==> config.mk <==
export PLATFORM = sky130hd
export DESIGN_NAME = rsp_packet_deframer_top_flat
export DESIGN_NICKNAME = d
export VERILOG_FILES = /design/src/rpd_pkg.sv /design/src/rpd_stream_if.sv /design/src/rpd_csum_eval.sv /design/src/rsp_packet_deframer_top.sv /design/src/flat_wrapper.sv
export SDC_FILE = /design/constraint.sdc
export NUM_CORES = 1
export LEC_CHECK = 0
export BUFFER_PORTS_ARGS = -buffer_cell sky130_fd_sc_hd__buf_2
export CELL_PAD_IN_SITES_DETAIL_PLACEMENT = 1
export CELL_PAD_IN_SITES_GLOBAL_PLACEMENT = 1
export CORE_ASPECT_RATIO = 1.1
export CORE_UTILIZATION = 49
export DETAILED_ROUTE_END_ITERATION = 12
export GPL_TIMING_DRIVEN = 1
export PLACE_DENSITY_LB_ADDON = 0.1
export SYNTH_ARGS = -nofsm -noshare
export SYNTH_HDL_FRONTEND = slang
export SYNTH_SLANG_ARGS = --single-unit
==> constraint.sdc <==
create_clock -name clk -period 5 [get_ports clk]
set_input_delay 0.5 -clock clk [delete_from_list [all_inputs] [get_ports clk]]
set_output_delay 0.5 -clock clk [all_outputs]
set_load 0.05 [all_outputs]
==> src/rpd_pkg.sv <==
// Shared types, byte codes and the hex digit decoder for the RSP packet deframer.
// No dependencies; rpd_csum_eval and the top level import this package.
package rpd_pkg;

  localparam logic [7:0] START_CHAR = 8'h24;  // '$'
  localparam logic [7:0] END_CHAR   = 8'h23;  // '#'
  localparam logic [7:0] ESC_CHAR   = 8'h7D;  // '}'
  localparam logic [7:0] ESC_XOR    = 8'h20;

  localparam logic KIND_PAYLOAD = 1'b0;
  localparam logic KIND_END     = 1'b1;

  typedef enum logic [1:0] {
    PH_HUNT,
    PH_BODY,
    PH_CSUM_HI,
    PH_CSUM_LO
  } phase_t;

  typedef enum logic [2:0] {
    ST_OK,
    ST_BAD_RETRY,
    ST_BAD_NOACK,
    ST_BAD_HEX,
    ST_TRAIL_ESC
  } status_t;

  typedef enum logic [1:0] {
    ACK_NONE,
    ACK_PLUS,
    ACK_MINUS
  } ack_t;

  // Inputs of the end-of-packet check.
  typedef struct packed {
    logic [7:0] hi_char;
    logic [7:0] lo_char;
    logic [7:0] sum;
    logic       esc_at_end;
    logic       no_ack;
  } csum_ctx_t;

  // Verdict carried by the end record.
  typedef struct packed {
    status_t status;
    ack_t    ack;
  } end_info_t;

  typedef struct packed {
    logic       bad;
    logic [3:0] nib;
  } hex_t;

  // Decode one ASCII hex digit, either case.
  function automatic hex_t hex_decode(input logic [7:0] c);
    hex_t h;
    h.bad = 1'b0;
    h.nib = 4'd0;
    if (c >= 8'h30 && c <= 8'h39) begin
      h.nib = c[3:0];
    end else if ((c >= 8'h61 && c <= 8'h66) || (c >= 8'h41 && c <= 8'h46)) begin
      h.nib = 4'(c[2:0] + 3'd1) + 4'd8;
    end else begin
      h.bad = 1'b1;
    end
    return h;
  endfunction

endpackage

==> src/rpd_stream_if.sv <==
// Valid/ready stream interfaces for the deframer's byte input and result output.
// Plain signals only; no package needed.
interface rpd_in_if;
  logic       valid;
  logic       ready;
  logic [7:0] rx_byte;

  modport source (output valid, output rx_byte, input ready);
  modport sink   (input valid, input rx_byte, output ready);
endinterface

interface rpd_out_if;
  logic       valid;
  logic       ready;
  logic       out_kind;
  logic [7:0] payload_byte;
  logic [2:0] packet_status;
  logic [1:0] ack_to_send;
  logic       packet_last;

  modport source (output valid, output out_kind, output payload_byte,
                  output packet_status, output ack_to_send, output packet_last,
                  input ready);
  modport sink   (input valid, input out_kind, input payload_byte,
                  input packet_status, input ack_to_send, input packet_last,
                  output ready);
endinterface

==> src/rpd_csum_eval.sv <==
// End-of-packet check: decodes the two checksum characters and grades the packet.
// Depends on rpd_pkg.
module rpd_csum_eval (
  input  rpd_pkg::csum_ctx_t ctx,
  output rpd_pkg::end_info_t info
);
  import rpd_pkg::*;

  hex_t hi_h;
  hex_t lo_h;

  assign hi_h = hex_decode(ctx.hi_char);
  assign lo_h = hex_decode(ctx.lo_char);

  always_comb begin
    if (hi_h.bad || lo_h.bad) begin
      info.status = ST_BAD_HEX;
      info.ack    = ACK_NONE;
    end else if ({hi_h.nib, lo_h.nib} != ctx.sum) begin
      info.status = ctx.no_ack ? ST_BAD_NOACK : ST_BAD_RETRY;
      info.ack    = ctx.no_ack ? ACK_NONE : ACK_MINUS;
    end else begin
      // checksum accepted: ack even when the body ended on a dangling escape
      info.status = ctx.esc_at_end ? ST_TRAIL_ESC : ST_OK;
      info.ack    = ctx.no_ack ? ACK_NONE : ACK_PLUS;
    end
  end

endmodule

==> src/rsp_packet_deframer_top.sv <==
// Top level of the RSP packet deframer: input stage, framing state, result register.
// Depends on rpd_pkg, rpd_stream_if.sv and rpd_csum_eval.
//
//   channel  | dir | handshake           | carries
//   ---------+-----+---------------------+------------------------------------------
//   in_ch    | in  | valid/ready         | rx_byte: one raw link byte per transfer
//   out_ch   | out | valid/ready         | payload byte or end record per transfer
//   cfg_*    | in  | cfg_we, no back-off | cfg_wdata: no_ack_mode
//
// One byte per cycle sustained while out_ch accepts results; a byte that makes a result
// goes from the input register through the framing logic into the result register,
// from which it transfers out.
// rst_n is synchronous, active low: framing returns to hunting for '$', no-ack
// mode clears and both stages empty. A stalled result holds only the byte behind
// it that would make a result; bytes that make none still drain.
module rsp_packet_deframer_top (
  input  logic       clk,
  input  logic       rst_n,
  rpd_in_if.sink     in_ch,
  rpd_out_if.source  out_ch,
  input  logic       cfg_we,
  input  logic       cfg_wdata
);
  import rpd_pkg::*;

  // configuration
  logic       no_ack_r;

  // input stage
  logic       s1_valid_r;
  logic [7:0] s1_byte_r;

  // framing state
  phase_t     phase_r, phase_nxt;
  logic [7:0] sum_r, sum_nxt;
  logic       esc_pend_r, esc_pend_nxt;
  logic       esc_end_r, esc_end_nxt;
  logic [7:0] hi_char_r, hi_char_nxt;

  // result register
  logic       out_valid_r;
  logic       out_kind_r;
  logic [7:0] out_byte_r;
  logic [2:0] out_status_r;
  logic [1:0] out_ack_r;
  logic       out_last_r;

  // per-byte decisions
  logic       res_valid;
  logic       res_kind;
  logic [7:0] res_byte;
  logic       s1_adv;
  logic       out_free;

  csum_ctx_t  ctx;
  end_info_t  info;

  assign ctx.hi_char    = hi_char_r;
  assign ctx.lo_char    = s1_byte_r;
  assign ctx.sum        = sum_r;
  assign ctx.esc_at_end = esc_end_r;
  assign ctx.no_ack     = no_ack_r;

  rpd_csum_eval u_csum (
    .ctx  (ctx),
    .info (info)
  );

  // Advance the input byte when it makes no result or the result register frees up.
  assign out_free    = !out_valid_r || out_ch.ready;
  assign s1_adv      = s1_valid_r && (!res_valid || out_free);
  assign in_ch.ready = !s1_valid_r || s1_adv;

  // next phase
  always_comb begin
    phase_nxt = phase_r;
    case (phase_r)
      PH_HUNT: begin
        if (s1_byte_r == START_CHAR) phase_nxt = PH_BODY;
      end
      PH_BODY: begin
        if (s1_byte_r == END_CHAR) phase_nxt = PH_CSUM_HI;
      end
      PH_CSUM_HI: phase_nxt = PH_CSUM_LO;
      PH_CSUM_LO: phase_nxt = PH_HUNT;
      default:    phase_nxt = PH_HUNT;
    endcase
  end

  // sum, escape tracking and result selection
  always_comb begin
    sum_nxt      = sum_r;
    esc_pend_nxt = esc_pend_r;
    esc_end_nxt  = esc_end_r;
    hi_char_nxt  = hi_char_r;
    res_valid    = 1'b0;
    res_kind     = KIND_PAYLOAD;
    res_byte     = s1_byte_r;
    case (phase_r)
      PH_HUNT: begin
        if (s1_byte_r == START_CHAR) begin
          sum_nxt      = 8'd0;
          esc_pend_nxt = 1'b0;
          esc_end_nxt  = 1'b0;
        end
      end
      PH_BODY: begin
        if (s1_byte_r == END_CHAR) begin
          // '#' closes the body even right after an escape
          esc_end_nxt  = esc_pend_r;
          esc_pend_nxt = 1'b0;
        end else begin
          sum_nxt = sum_r + s1_byte_r;
          if (esc_pend_r) begin
            esc_pend_nxt = 1'b0;
            res_valid    = 1'b1;
            res_byte     = s1_byte_r ^ ESC_XOR;
          end else if (s1_byte_r == ESC_CHAR) begin
            esc_pend_nxt = 1'b1;
          end else begin
            res_valid = 1'b1;
          end
        end
      end
      PH_CSUM_HI: hi_char_nxt = s1_byte_r;
      PH_CSUM_LO: begin
        esc_end_nxt = 1'b0;
        res_valid   = 1'b1;
        res_kind    = KIND_END;
        res_byte    = 8'd0;
      end
      default: ;
    endcase
  end

  // configuration register
  always_ff @(posedge clk) begin
    if (!rst_n) begin
      no_ack_r <= 1'b0;
    end else if (cfg_we) begin
      no_ack_r <= cfg_wdata;
    end
  end

  // input stage
  always_ff @(posedge clk) begin
    if (!rst_n) begin
      s1_valid_r <= 1'b0;
    end else if (in_ch.valid && in_ch.ready) begin
      s1_valid_r <= 1'b1;
    end else if (s1_adv) begin
      s1_valid_r <= 1'b0;
    end
  end

  always_ff @(posedge clk) begin
    if (in_ch.valid && in_ch.ready) begin
      s1_byte_r <= in_ch.rx_byte;
    end
  end

  // framing state: update only when the held byte advances
  always_ff @(posedge clk) begin
    if (!rst_n) begin
      phase_r    <= PH_HUNT;
      sum_r      <= 8'd0;
      esc_pend_r <= 1'b0;
      esc_end_r  <= 1'b0;
    end else if (s1_adv) begin
      phase_r    <= phase_nxt;
      sum_r      <= sum_nxt;
      esc_pend_r <= esc_pend_nxt;
      esc_end_r  <= esc_end_nxt;
    end
  end

  always_ff @(posedge clk) begin
    if (s1_adv) begin
      hi_char_r <= hi_char_nxt;
    end
  end

  // result register
  always_ff @(posedge clk) begin
    if (!rst_n) begin
      out_valid_r <= 1'b0;
    end else if (s1_adv && res_valid) begin
      out_valid_r <= 1'b1;
    end else if (out_ch.ready) begin
      out_valid_r <= 1'b0;
    end
  end

  always_ff @(posedge clk) begin
    if (s1_adv && res_valid) begin
      out_kind_r   <= res_kind;
      out_byte_r   <= res_byte;
      out_status_r <= (res_kind == KIND_END) ? 3'(info.status) : 3'(ST_OK);
      out_ack_r    <= (res_kind == KIND_END) ? 2'(info.ack) : 2'(ACK_NONE);
      out_last_r   <= (res_kind == KIND_END);
    end
  end

  assign out_ch.valid         = out_valid_r;
  assign out_ch.out_kind      = out_kind_r;
  assign out_ch.payload_byte  = out_byte_r;
  assign out_ch.packet_status = out_status_r;
  assign out_ch.ack_to_send   = out_ack_r;
  assign out_ch.packet_last   = out_last_r;

endmodule
==> src/flat_wrapper.sv <==
// flat-port wrapper written by rule: the top's interface ports become plain ports
module rsp_packet_deframer_top_flat import rpd_pkg::*;
  (clk, rst_n, cfg_we, cfg_wdata, in_ch_valid, in_ch_rx_byte, in_ch_ready, out_ch_valid, out_ch_out_kind, out_ch_payload_byte, out_ch_packet_status, out_ch_ack_to_send, out_ch_packet_last, out_ch_ready);
  rpd_in_if in_ch_i ();
  rpd_out_if out_ch_i ();
  input  logic clk;
  input  logic rst_n;
  input  logic cfg_we;
  input  logic cfg_wdata;
  input wire logic [$bits(in_ch_i.valid)-1:0] in_ch_valid;
  input wire logic [$bits(in_ch_i.rx_byte)-1:0] in_ch_rx_byte;
  output wire logic [$bits(in_ch_i.ready)-1:0] in_ch_ready;
  output wire logic [$bits(out_ch_i.valid)-1:0] out_ch_valid;
  output wire logic [$bits(out_ch_i.out_kind)-1:0] out_ch_out_kind;
  output wire logic [$bits(out_ch_i.payload_byte)-1:0] out_ch_payload_byte;
  output wire logic [$bits(out_ch_i.packet_status)-1:0] out_ch_packet_status;
  output wire logic [$bits(out_ch_i.ack_to_send)-1:0] out_ch_ack_to_send;
  output wire logic [$bits(out_ch_i.packet_last)-1:0] out_ch_packet_last;
  input wire logic [$bits(out_ch_i.ready)-1:0] out_ch_ready;
  assign in_ch_i.valid = in_ch_valid;
  assign in_ch_i.rx_byte = in_ch_rx_byte;
  assign in_ch_ready = in_ch_i.ready;
  assign out_ch_valid = out_ch_i.valid;
  assign out_ch_out_kind = out_ch_i.out_kind;
  assign out_ch_payload_byte = out_ch_i.payload_byte;
  assign out_ch_packet_status = out_ch_i.packet_status;
  assign out_ch_ack_to_send = out_ch_i.ack_to_send;
  assign out_ch_packet_last = out_ch_i.packet_last;
  assign out_ch_i.ready = out_ch_ready;
  rsp_packet_deframer_top u_core (.clk(clk), .rst_n(rst_n), .in_ch(in_ch_i), .out_ch(out_ch_i), .cfg_we(cfg_we), .cfg_wdata(cfg_wdata));
endmodule
Word level (Yosys, flattened, before mapping) --
Cells that the tools add are included.
Storage, ports and cells: word-level logic and storage cells 111, input bits 14, bits in registers 45, output and inout port bits 17
Operators by class: bitwise logic cells 2, magnitude comparators 12, eq/ne operators 10, reduce and logical (&&, ||, !) cells 29, multiplexer cells 39, $add $sub $neg 5
Operators with widths (number):
- greater-or-equal comparator 8 x 7 -> 1 bit (second input constant) | 4
- less-or-equal comparator 8 x 7 -> 1 bit (second input constant) | 4
- one-hot mux 8 bit (2 select lines) | 2
- two-way mux 4 bit | 5
- two-way mux 1 bit | 18
- == test 8 x 6 -> 1 bit (second input constant) | 2
- greater-or-equal comparator 8 x 6 -> 1 bit (second input constant) | 2
- less-or-equal comparator 8 x 6 -> 1 bit (second input constant) | 2
- two-way mux 8 bit | 2
- two-way mux 6 bit | 2
- logical AND 1 bit | 9
- adder 3 x 1 -> 4 bit (second input constant) | 2
- adder 4 bit (second input constant) | 2
- adder 8 bit | 1
- == test 8 x 7 -> 1 bit (second input constant) | 1
- two-way mux 2 bit | 4
- inequality test 8 bit | 1
- one-hot mux 2 bit (4 select lines) | 1
- AND reduction 4 bit | 2
- logical OR 1 bit | 6
- AND reduction 3 bit | 2
- nonzero test 2 bit | 3
- two-way mux 5 bit | 1
- == test 2 bit (second input constant) | 2
- other kinds (12) | 17

Longest topological paths before layout --
Gate-level depths: netlist (run 1).
depth after elaboration 11, mapped depth 10, gate-level depth less buffers 9

Modules after synthesis --
A second synthesis (run 1) with hierarchy kept.
Unflattened totals: cells, all modules 251, area total of the unflattened synthesis 2682.6 sq um
Modules (own cells, without submodules):
- rsp_packet_deframer_top | cells each 178, seq. area each 1201.2 sq um, area an instance 2118.3 sq um, instances 1
- rpd_csum_eval | cells each 73, seq. area each 0.0 sq um, area an instance 564.3 sq um, instances 1

Worst setup path before layout (run 1) --
Ideal clock, no wire load.
kind flip-flop to flip-flop, from reg u_core.s1_byte_r[1], to reg u_core.out_status_r[1], in the netlist u_core.out_ch.packet_status[1], data pin, buffers on the path 0, path slack 2.644 ns, period minus slack after synthesis 2.356 ns, required time 4.736 ns, stages on the path, launching flop included 10, arrival time 2.091 ns, library setup time 0.264 ns, cell sequence edfxtp_1 > inv_1 > ha_1 > or3b_2 > o211a_1 > a22oi_1 > xnor2_1 > nor4_1 > and3_1 > o21ai_1
Between the ends: cells in the longest elaborated chain, start to end 8, elaborated cells on any way between the ends 20, those cells by class add/sub: 2; order compare: 6; eq/ne: 1; mux: 6; reduce/logical: 5
Ends and longest elaborated chain:
- start: declaration | RTL line rsp_packet_deframer_top.sv:31 | logic [7:0] s1_byte_r;
- start signal: assignment | RTL line rsp_packet_deframer_top.sv:158 | s1_byte_r <= in_ch.rx_byte;
- parallel branches: the longest is 7 deep, another holds adder 3 x 1 -> 4 bit
- two-way mux 4 bit * | RTL line rpd_csum_eval.sv:16 | if (hi_h.bad || lo_h.bad) begin
- end signal: assignment | RTL line rsp_packet_deframer_top.sv:198 | out_status_r <= (res_kind == KIND_END) ? 3'(info.status) : 3'(ST_OK);
- end: declaration | RTL line rsp_packet_deframer_top.sv:44 | logic [2:0] out_status_r;
Mark *: on every way between the ends. A chain may end at the register's enable or synchronous reset.

Worst setup path in the final report (run 1) --
from reg u_core.s1_byte_r[0], to reg u_core.out_ack_r[0], in the netlist u_core.out_ch.ack_to_send[0], data pin
Between the ends: cells in the longest elaborated chain, start to end 7, elaborated cells on any way between the ends 20, those cells by class add/sub: 2; order compare: 6; eq/ne: 1; mux: 5; reduce/logical: 6
Ends and longest elaborated chain:
- parallel branches: the longest is 7 deep, another holds adder 3 x 1 -> 4 bit
- end signal: assignment | RTL line rsp_packet_deframer_top.sv:199 | out_ack_r <= (res_kind == KIND_END) ? 2'(info.ack) : 2'(ACK_NONE);
- end: declaration | RTL line rsp_packet_deframer_top.sv:45 | logic [1:0] out_ack_r;
Parallel ways; which one is timed is not known.

==> results of run 1 <==
[layer usage]
| layer | vias to the layer above | routed length (um) | global-route usage (%) |
|---|---|---|---|
| met1 | 919 | 2550 | 28.5 |
| met2 | 44 | 3170 | 44.8 |
| met4 | 0 | 119 | 8.57 |
| met3 | 10 | 185 | 3.57 |
| li1 | 903 | - | - |
| met5 | - | 0 | 0 |
[synth_stat cells, drive strengths merged, types with 4 or more instances]
master  instances
a21oi          11
inv            16
o21ai           8
edfxtp         30
and2            7
nor2           15
ha             17
nand3           9
nor3            7
dfxtp          15
o21bai          4
nand2          12
mux2i           4
xnor2          11
o31ai           6
[worst reg2reg max path: stages, from the launching register on]
cell and delay (ns):
edfxtp_1 0.54, inv_1 0.15, ha_1 0.20, or3b_2 0.49, o211a_1 0.20, a22oi_1 0.19
xnor2_1 0.11, nor4_1 0.26, and3_1 0.30, nor3b_1 0.26
[area by class of cell]
cell class | instances | share of cell area (%)
clock buffers | 6 | 2.64
clock inverters | 2 | 1.23
inverters | 16 | 2.19
multi-input cells | 161 | 42.1
flip-flops and latches | 45 | 43.8
well taps | 56 | 2.55
repair buffers | 30 | 5.47
[cells by family (layout without fill, tap and decap cells)]
logic type	Yosys count	count (layout)	share of synthesized area, %
multiplexers	4	4	1.64
buffers and inverters	19	54	3.38
flip-flops	45	45	49.2
AND/OR/NAND/NOR	78	78	17.8
XOR/XNOR	14	14	5.03
AO/OA/AOI/OAI	47	47	13.3
adder cells (fa/ha/maj)	18	18	9.54
[registers in the layout, indices dropped and copies added (netlist names)]
| signal | count |
|---|---|
| u_core.s1_valid_r | 1 |
| u_core.hi_char_r | 8 |
| u_core.out_ch.packet_status | 3 |
| u_core.out_ch.out_kind | 1 |
| u_core.esc_end_r | 1 |
| u_core.out_ch.payload_byte | 8 |
| u_core.out_ch.ack_to_send | 2 |
| u_core.phase_r | 2 |
| u_core.s1_byte_r | 8 |
| u_core.out_ch.valid | 1 |
| u_core.no_ack_r | 1 |
| u_core.esc_pend_r | 1 |
| u_core.sum_r | 8 |
[where the power goes]
group / total, mW / internal, mW / switching (mW)
Clock: 0.275 / 0.148 / 0.128
Sequential: 0.410 / 0.400 / 0.00963
Combinational: 0.0359 / 0.0160 / 0.0198
[worst max-delay path by stage]
stage,startpoint,to,slack [ns],cells after the start
global route,u_core.s1_byte_r[1]$_DFFE_PP_,u_core.sum_r[5]$_SDFFE_PN0P_,1.97,8
finish,u_core.s1_byte_r[0]$_DFFE_PP_,u_core.out_ch.ack_to_send[0]$_SDFFCE_PP0P_,2.13,9
CTS,u_core.s1_byte_r[0]$_DFFE_PP_,u_core.out_ch.ack_to_send[0]$_SDFFCE_PP0P_,2.13,9
floorplan,u_core.s1_byte_r[1]$_DFFE_PP_,u_core.out_ch.packet_status[1]$_SDFFCE_PN0P_,2.64,9
global placement,u_core.s1_byte_r[0]$_DFFE_PP_,u_core.out_ch.ack_to_send[0]$_SDFFCE_PP0P_,2.31,9
detailed placement,u_core.s1_byte_r[0]$_DFFE_PP_,u_core.out_ch.ack_to_send[0]$_SDFFCE_PP0P_,2.20,9
[through the flow]
stage	setup WS [ns]	power, mW	instances	utilization, %	hold WS, ns
detailed placement	2.20	0.454	308	55.9	0.490
global route	1.97	0.738	316	58.2	0.357
global placement	2.31	0.452	308	55.9	0.443
floorplan	2.64	0.438	225	-	0.432
finish	2.13	0.721	316	58.2	0.365
CTS	2.13	0.720	316	58.2	0.359
==> results_dict.tcl, run 1 <==
set metrics [dict create \
    fill_cells 516 \
    root_buffer "clkbuf_8" \
    post-route-min-period_ns 2.87 \
    first_global_vias 2016 \
    rsz0062_at_grt "no" \
    yosysTopAreaCellShare_pct 36.9 \
    htree_levels 2 \
    outcome "finished, final reports clean" \
    synth_area_um2 2440 \
    drive_gt1_share_pct 15.4 \
    cts_num_sinks 45 \
    synth_warnings 0 \
    maxCapViolations 0 \
    drc 0 \
    first_iter_violations 104 \
    required_ns 5.13 \
    dr.pass1.iters 4 \
    fmax_ghz 0.349 \
    worstHoldStart "in_ch_rx_byte[6]" \
    antenna_found_initial 0 \
    vdd_drop_max_mv 0.183 \
    multi_input_area_um2 1160 \
    final_cell_mix "buf_2, edfxtp_1, ha_1" \
    diodes 0 \
    r2r_setup_slack_ns 2.13 \
    synth-main-ff-cell "edfxtp_1" \
    synth-seq-cells 45 \
    p_leak_nw 1.03 \
    dieArea_um2 5270 \
    critPathLaunchType "flip-flop" \
    wl_per_cell_um 19.1 \
    final_area_um2 2740 \
    reg2reg_to "u_core.out_ch.ack_to_send[0]$_SDFFCE_PP0P_" \
    gr-usage-all-layers_pct 24.4 \
    cp_max_fo 8 \
    cts_setup_buffers 0 \
    setup_viol 0 \
    min_path_type "in -> reg" \
    die_height_um 76.0 \
    cts_tree "built" \
    via_count 1876 \
    synth_fp_nets 257 \
    layout.nets 291 \
    rows 26 \
    yosysTopAreaCell "edfxtp_1" \
    core_um2 4720 \
    worst_pin_slew_ns 0.700 \
    ant_nets 0 \
    route.detailed.vias_per_inst 5.94 \
    ys_seq_area_share_pct 49.2 \
    critPathBufInv 1 \
    synthCells 225 \
    cts-resized-gates 0 \
    ios 31 \
    hold_viol 0 \
    min_path_cells 1 \
    grt_first_pass_wirelength_mm 9.97 \
    crit_family "simple AND/OR/NAND/NOR gates" \
    io_buffers 30 \
    holdPathEnd "u_core.s1_byte_r[6]$_DFFE_PP_" \
    initial_core_util_pct 51.7 \
    seqCellArea_um2 1200 \
    synth.top_cells.by_area "edfxtp_1, dfxtp_1, ha_1, xnor2_1, inv_1" \
    clock_path_buffers 2 \
    crit_path_max_incr_delay_ns 0.54 \
    async_flop_share_pct 0 \
    r2r-start "u_core.s1_byte_r[0]$_DFFE_PP_" \
    dp_hpwl_mm 4.64 \
    cts_hold_buf 0 \
    rr_worst_depth 9 \
    crit_chain "inv_1, ha_1, or3b_2, o211a_1, a22oi_1, xnor2_1, nor4_1, and3_1, nor3b_1" \
    place_area_um2 2640 \
    post-route-period-util_pct 57.4 \
    path_clk_slew_ns 0.09 \
    fp.dieW_um 69.3 \
    area_growth_pct 12.5 \
    synth.avg_cell_area_um2 10.8 \
    max_slew_margin_pct 53.4 \
    crit_type "reg -> reg" \
    gp_congestion 0.832 \
    overflow 0 \
    crit_arrival_ns 3.00 \
    maxSlewViolCount 0 \
    numCtsBuffers 5 \
    power.density_nw_per_um2 263 \
    end_kind "flip-flop" \
    crit_slowest_cell "edfxtp_1" \
    clk_latency_ns 0.31 \
    fin_skew_ns 0.00917 \
    setup_tns_ns 0 \
    finalWirelength_mm 6.03 \
    synth_edf_count 30 \
    grt_max_degree 16 \
    synth.distinct_cells 53 \
]
No activity file was read; power rests on OpenSTA's default activity.
==> run 2: changes to the inputs <==
Settings changed: CORE_UTILIZATION 49 to 45.
Clock period 5 ns to 2.98 ns, I/O delays scaled along.
==> run 2 against run 1 <==
Compared with the run above:
- via count decreased by 1.6%
- worst hold slack worse by 0.20 ns
- register-to-register slack got worse by 1.9 ns
- critical path type unchanged
==> results_dict.tcl, run 2 (synthesis results as in run 1) <==
set metrics [dict create \
    p_leak_nw 1.06 \
    p_sw_share_pct 21.5 \
    ios 31 \
    cp_max_fo 13 \
    root_buffer "clkbuf_8" \
    layout.nets 298 \
    rows 27 \
    critPathLaunchType "flip-flop" \
    grt_max_degree 16 \
    ant_nets 0 \
    overflow 0 \
    die_height_um 79.2 \
    min_path_type "in -> reg" \
    gr-usage-all-layers_pct 22.1 \
    finalWirelength_mm 5.77 \
    max_slew_margin_pct 70.9 \
    gp_congestion 0.774 \
    first_global_vias 1992 \
    numCtsBuffers 5 \
    crit_slowest_cell "edfxtp_1" \
    crit_type "reg -> reg" \
    setup_viol 0 \
    fmax_ghz 0.362 \
    final_area_um2 2820 \
    seq_power_share_pct 56.8 \
    post-route-period-util_pct 92.7 \
    area_growth_pct 15.6 \
    diodes 0 \
    initial_core_util_pct 47.8 \
    maxCapViolations 0 \
    wl_per_cell_um 17.0 \
    dp_hpwl_mm 4.41 \
    crit_arrival_ns 2.97 \
    outcome "finished, final reports clean" \
    rsz0062_at_grt "no" \
    cts_hold_buf 0 \
    grt_first_pass_wirelength_mm 9.51 \
    p_clk_share_pct 37.8 \
    hold_ws_ns 0.169 \
    cts-resized-gates 0 \
    end_kind "flip-flop" \
    vdd_drop_max_mv 0.309 \
    dieArea_um2 5720 \
    crit_path_max_incr_delay_ns 0.54 \
    final_cell_mix "buf_2, edfxtp_1, ha_1" \
    crit_chain "or3_4, o31ai_2, o21ai_1, a221o_1, a211o_1, o41ai_1" \
    clock_path_buffers 2 \
    required_ns 3.18 \
    maxSlewViolCount 0 \
    first_iter_violations 76 \
    via_count 1846 \
    fp.dieW_um 72.2 \
    setup_tns_ns 0 \
    place_area_um2 2680 \
    post-route-min-period_ns 2.76 \
    drc 0 \
    io_buffers 30 \
    worst_pin_slew_ns 0.431 \
    pwr-share-comb_pct 5.5 \
    drive_gt1_share_pct 18.0 \
    hold_viol 0 \
    fin_skew_ns 0.00910 \
    path_clk_slew_ns 0.08 \
    route.detailed.vias_per_inst 5.45 \
    total_power_mw 1.21 \
    htree_levels 2 \
    cts_num_sinks 45 \
    fill_cells 558 \
    cts_tree "built" \
    clk_latency_ns 0.30 \
    core_um2 5100 \
    p_int_mw 0.950 \
    antenna_found_initial 0 \
    p_switching_mw 0.261 \
    power.density_nw_per_um2 429 \
    dr.pass1.iters 4 \
]
run 2: cell count changes in the layout (fill, tap and decap cells not counted), sizes merged:
cell      before  now
clkbuf         6    5
buf           30   37
clkinvlp       0    1
run 2: critical path, delay by kind of cell, from the launching register on:
family	cells	cell delay (ns)
and+or+nand+nor	1	0.45
AOI/OAI and AO/OA	5	1.69
DFF	1	0.54
run 2: what timing repair did:
action / CTS / global route
setup endpoints to repair: 0 / 1
setup buffers: 0 / 4
hold endpoints to repair: 0 / 0
run 2: power groups by stage:
stage	logic [mW]	registers, mW	clock network, mW
after floorplan	0.0400	0.695	0
after global placement	0.0584	0.703	0
after detailed placement	0.0602	0.703	0
after CTS	0.0608	0.689	0.461
after global routing	0.0746	0.689	0.483
final	0.0661	0.687	0.457
run 2: final timing paths:
check / from / end / slack, ns / cells after the start
max: u_core.s1_byte_r[6]$_DFFE_PP_ / u_core.sum_r[5]$_SDFFE_PN0P_ / 0.22 / 6
max reg2reg: u_core.s1_byte_r[6]$_DFFE_PP_ / u_core.sum_r[5]$_SDFFE_PN0P_ / 0.22 / 6
min reg2reg: u_core.esc_end_r$_SDFFE_PN0P_ / u_core.esc_end_r$_SDFFE_PN0P_ / 0.48 / 2
min: in_ch_rx_byte[5] / u_core.s1_byte_r[5]$_DFFE_PP_ / 0.17 / 1
run 2: per-layer routing:
layer	up-vias	GRT usage, %	wire [um]
li1	920	-	-
met1	884	26.8	2510
met2	33	39.8	2990
met3	9	4.57	189
met4	0	5.10	72
met5	-	0	0
run 2: cell type report:
type,count,area (um^2),area share [%]
clock buffer,5,68.8,2.44
clock inverter,3,41.3,1.46
inverter,16,60.1,2.13
multi-input combinational,161,1160,41.0
sequential,45,1200,42.6
tap,72,90.1,3.19
timing repair buffer,37,203,7.19
run 2: through the flow:
stage | cells | util, % | setup slack [ns]
3_5_place_dp | 327 | 52.5 | 0.230
2_1_floorplan | 225 | - | 0.624
5_1_grt | 339 | 55.3 | 0.0530
4_1_cts | 335 | 54.7 | 0.206
6_report | 339 | 55.3 | 0.217
3_3_place_gp | 327 | 52.5 | 0.278
==> run 3: changes to the inputs <==
Settings changed: ABC_AREA set to 1, BUFFER_PORTS_ARGS -buffer_cell sky130_fd_sc_hd__buf_2 to not set, CORE_UTILIZATION 45 to 47, DONT_BUFFER_PORTS set to 1.
==> run 3 against run 2 <==
Compared with the run above:
- maximum frequency grew 14%
- clock-buffer cell count unchanged
- critical endpoint is now u_core.out_ch.payload_byte[2]$_DFFE_PP_
- utilization shrank 3.3 points
- combinational power fell by 3%
- via count grew 14%
- power decreased by 6.1%
- setup slack improved by 0.34 ns
==> results_dict.tcl, run 3 <==
set metrics [dict create \
    outcome "finished, final reports clean" \
    total_power_mw 1.14 \
    grt_first_pass_wirelength_mm 10.1 \
    seqCellArea_um2 1200 \
    post-route-min-period_ns 2.43 \
    multi_input_area_um2 1230 \
    gr-usage-all-layers_pct 23.1 \
    layout.nets 368 \
    synth_fa_ha_area_share_pct 8.80 \
    r2r_setup_slack_ns 0.55 \
    via_count 2099 \
    max_slew_margin_pct 40.3 \
    grt_max_degree 17 \
    setup_viol 0 \
    wl_per_cell_um 14.7 \
    fp.dieW_um 73.5 \
    yosysTopAreaCell "edfxtp_1" \
    critPathLaunchType "flip-flop" \
    layout_commonest_cell "nand2_1" \
    vdd_drop_max_mv 0.235 \
    post-route-period-util_pct 81.4 \
    synth_fp_nets 364 \
    synth_edf_count 30 \
    ant_nets 0 \
    die_height_um 80.7 \
    hold_viol 0 \
    synthCells 332 \
    synth_simple_gate_area_share_pct 30.0 \
    drc 0 \
    crit_arrival_ns 2.37 \
    cts_hold_buf 0 \
    clk_latency_ns 0.29 \
    area_growth_pct 6.10 \
    overflow 0 \
    dr.pass1.iters 4 \
    p_leak_nw 1.29 \
    synth.avg_cell_area_um2 7.97 \
    numCtsBuffers 5 \
    rows 28 \
    min_path_type "in -> reg" \
    core_um2 5400 \
    final_util_pct 52.0 \
    required_ns 2.92 \
    hold_ws_ns 0.0906 \
    worst_pin_slew_ns 0.897 \
    yosysTopAreaCellShare_pct 34.1 \
    preCtsSetupSlack_ns 0.550 \
    antenna_found_initial 0 \
    ios 31 \
    first_iter_violations 46 \
    synth_xor_area_share_pct 1.32 \
    gp_congestion 0.887 \
    path_clk_slew_ns 0.09 \
    synth_top_family_by_area "simple AND/OR/NAND/NOR gates" \
    synth-seq-cells 45 \
    htree_levels 2 \
    root_buffer "clkbuf_8" \
    synth_compound_area_share_pct 6.24 \
    clock_path_buffers 2 \
    fill_cells 706 \
    rsz0062_at_grt "no" \
    synth.top_cells.by_area "edfxtp_1, nand2_1, dfxtp_1, ha_1, nor2_1" \
    final_cell_mix "nand2_1, nor2_1, inv_1" \
    dp_hpwl_mm 4.92 \
    first_global_vias 2119 \
    synth-main-ff-cell "edfxtp_1" \
    async_flop_share_pct 0 \
    ys_seq_area_share_pct 45.4 \
    fin_skew_ns 0.00732 \
    fin_ws_ns 0.554 \
    drive_gt1_share_pct 6.23 \
    setup_tns_ns 0 \
    maxSlewViolCount 0 \
    cts-resized-gates 0 \
    power.density_nw_per_um2 405 \
    initial_core_util_pct 49.0 \
    finalWirelength_mm 6.06 \
    synth_mux_area_share_pct 0 \
    fmax_ghz 0.412 \
    cp_max_fo 15 \
    cts_setup_buffers 0 \
    maxCapViolations 0 \
    route.detailed.vias_per_inst 5.09 \
    dieArea_um2 5930 \
    synth_warnings 0 \
    diodes 0 \
    synth_most_common_cell "nand2_1" \
    io_buffers 0 \
    cts_num_sinks 45 \
    synth_area_um2 2650 \
    synth_common_cells "nand2_1, nor2_1, inv_1" \
    crit_type "reg -> reg" \
    cts_tree "built" \
    end_kind "flip-flop" \
    synth.distinct_cells 28 \
]
## run 3: cell types whose count changed after synthesis, moves of 5 or more
cell     before  now
o31ai_1       5    0
xnor2_1      11    2
nor2_1       15   51
nand3_1       9   32
and2_1        7    0
nand2_1      12   83
inv_1        16   45
a21oi_1      11   18
## run 3: cell families (layout without fill, tap and decap cells)
logic type | count (synthesis) | after routing
simple gates | 184 | 184
buf+inv | 52 | 57
flops | 45 | 45
compound gates | 29 | 29
fa+ha+maj | 18 | 18
xor+xnor | 4 | 4
## run 3: metrics by stage
stage                     area [um^2]  instances
after CTS                        2810        412
after floorplan                  2650        332
after global routing             2810        412
after detailed placement         2710        404
after global placement           2710        404
final                            2810        412
## run 3: power by group
part / total (mW) / leakage (nW) / switching [mW] / internal, mW
clock: 0.387 / 0.0447 / 0.218 / 0.169
combinational: 0.0641 / 0.852 / 0.0429 / 0.0212
sequential: 0.686 / 0.391 / 0.0138 / 0.672
total: 1.14 / 1.29 / 0.275 / 0.863
## run 3: critical path: stages, from the launching register on
cell	delay, ns
edfxtp_1	0.51
inv_1	0.14
ha_1	0.19
inv_1	0.07
nor3_2	0.14
nand2_1	0.09
nand3_2	0.10
nand2_4	0.07
a21oi_4	0.26
nand2_1	0.10
inv_1	0.40
## run 3: per-layer routing
layer / vias up / share of wire, % / global-route usage [%]
li1: 1077 / - / -
met3: 2 / 1.8 / 3.51
met1: 995 / 48 / 30.4
met5: - / 0 / 0
met4: 0 / 0.66 / 5.77
met2: 25 / 50 / 39.3
## run 3: final cells by class
class                      instances  area share, %
sequential                        45           42.8
clock buffer                       5           2.45
clock inverter                     3          0.892
multi-input combinational        235           43.7
inverter                          47           6.29
tap                               75           3.34
timing repair buffer               2          0.535
## run 3: path summary, 6_finish.rpt
check,from,end,cells past startpoint
hold reg to reg,u_core.sum_r[0]$_SDFFE_PN0P_,u_core.sum_r[0]$_SDFFE_PN0P_,2
hold / removal,in_ch_rx_byte[0],u_core.s1_byte_r[0]$_DFFE_PP_,0
setup / recovery,u_core.s1_byte_r[1]$_DFFE_PP_,u_core.out_ch.payload_byte[2]$_DFFE_PP_,10
setup reg to reg,u_core.s1_byte_r[1]$_DFFE_PP_,u_core.out_ch.payload_byte[2]$_DFFE_PP_,10
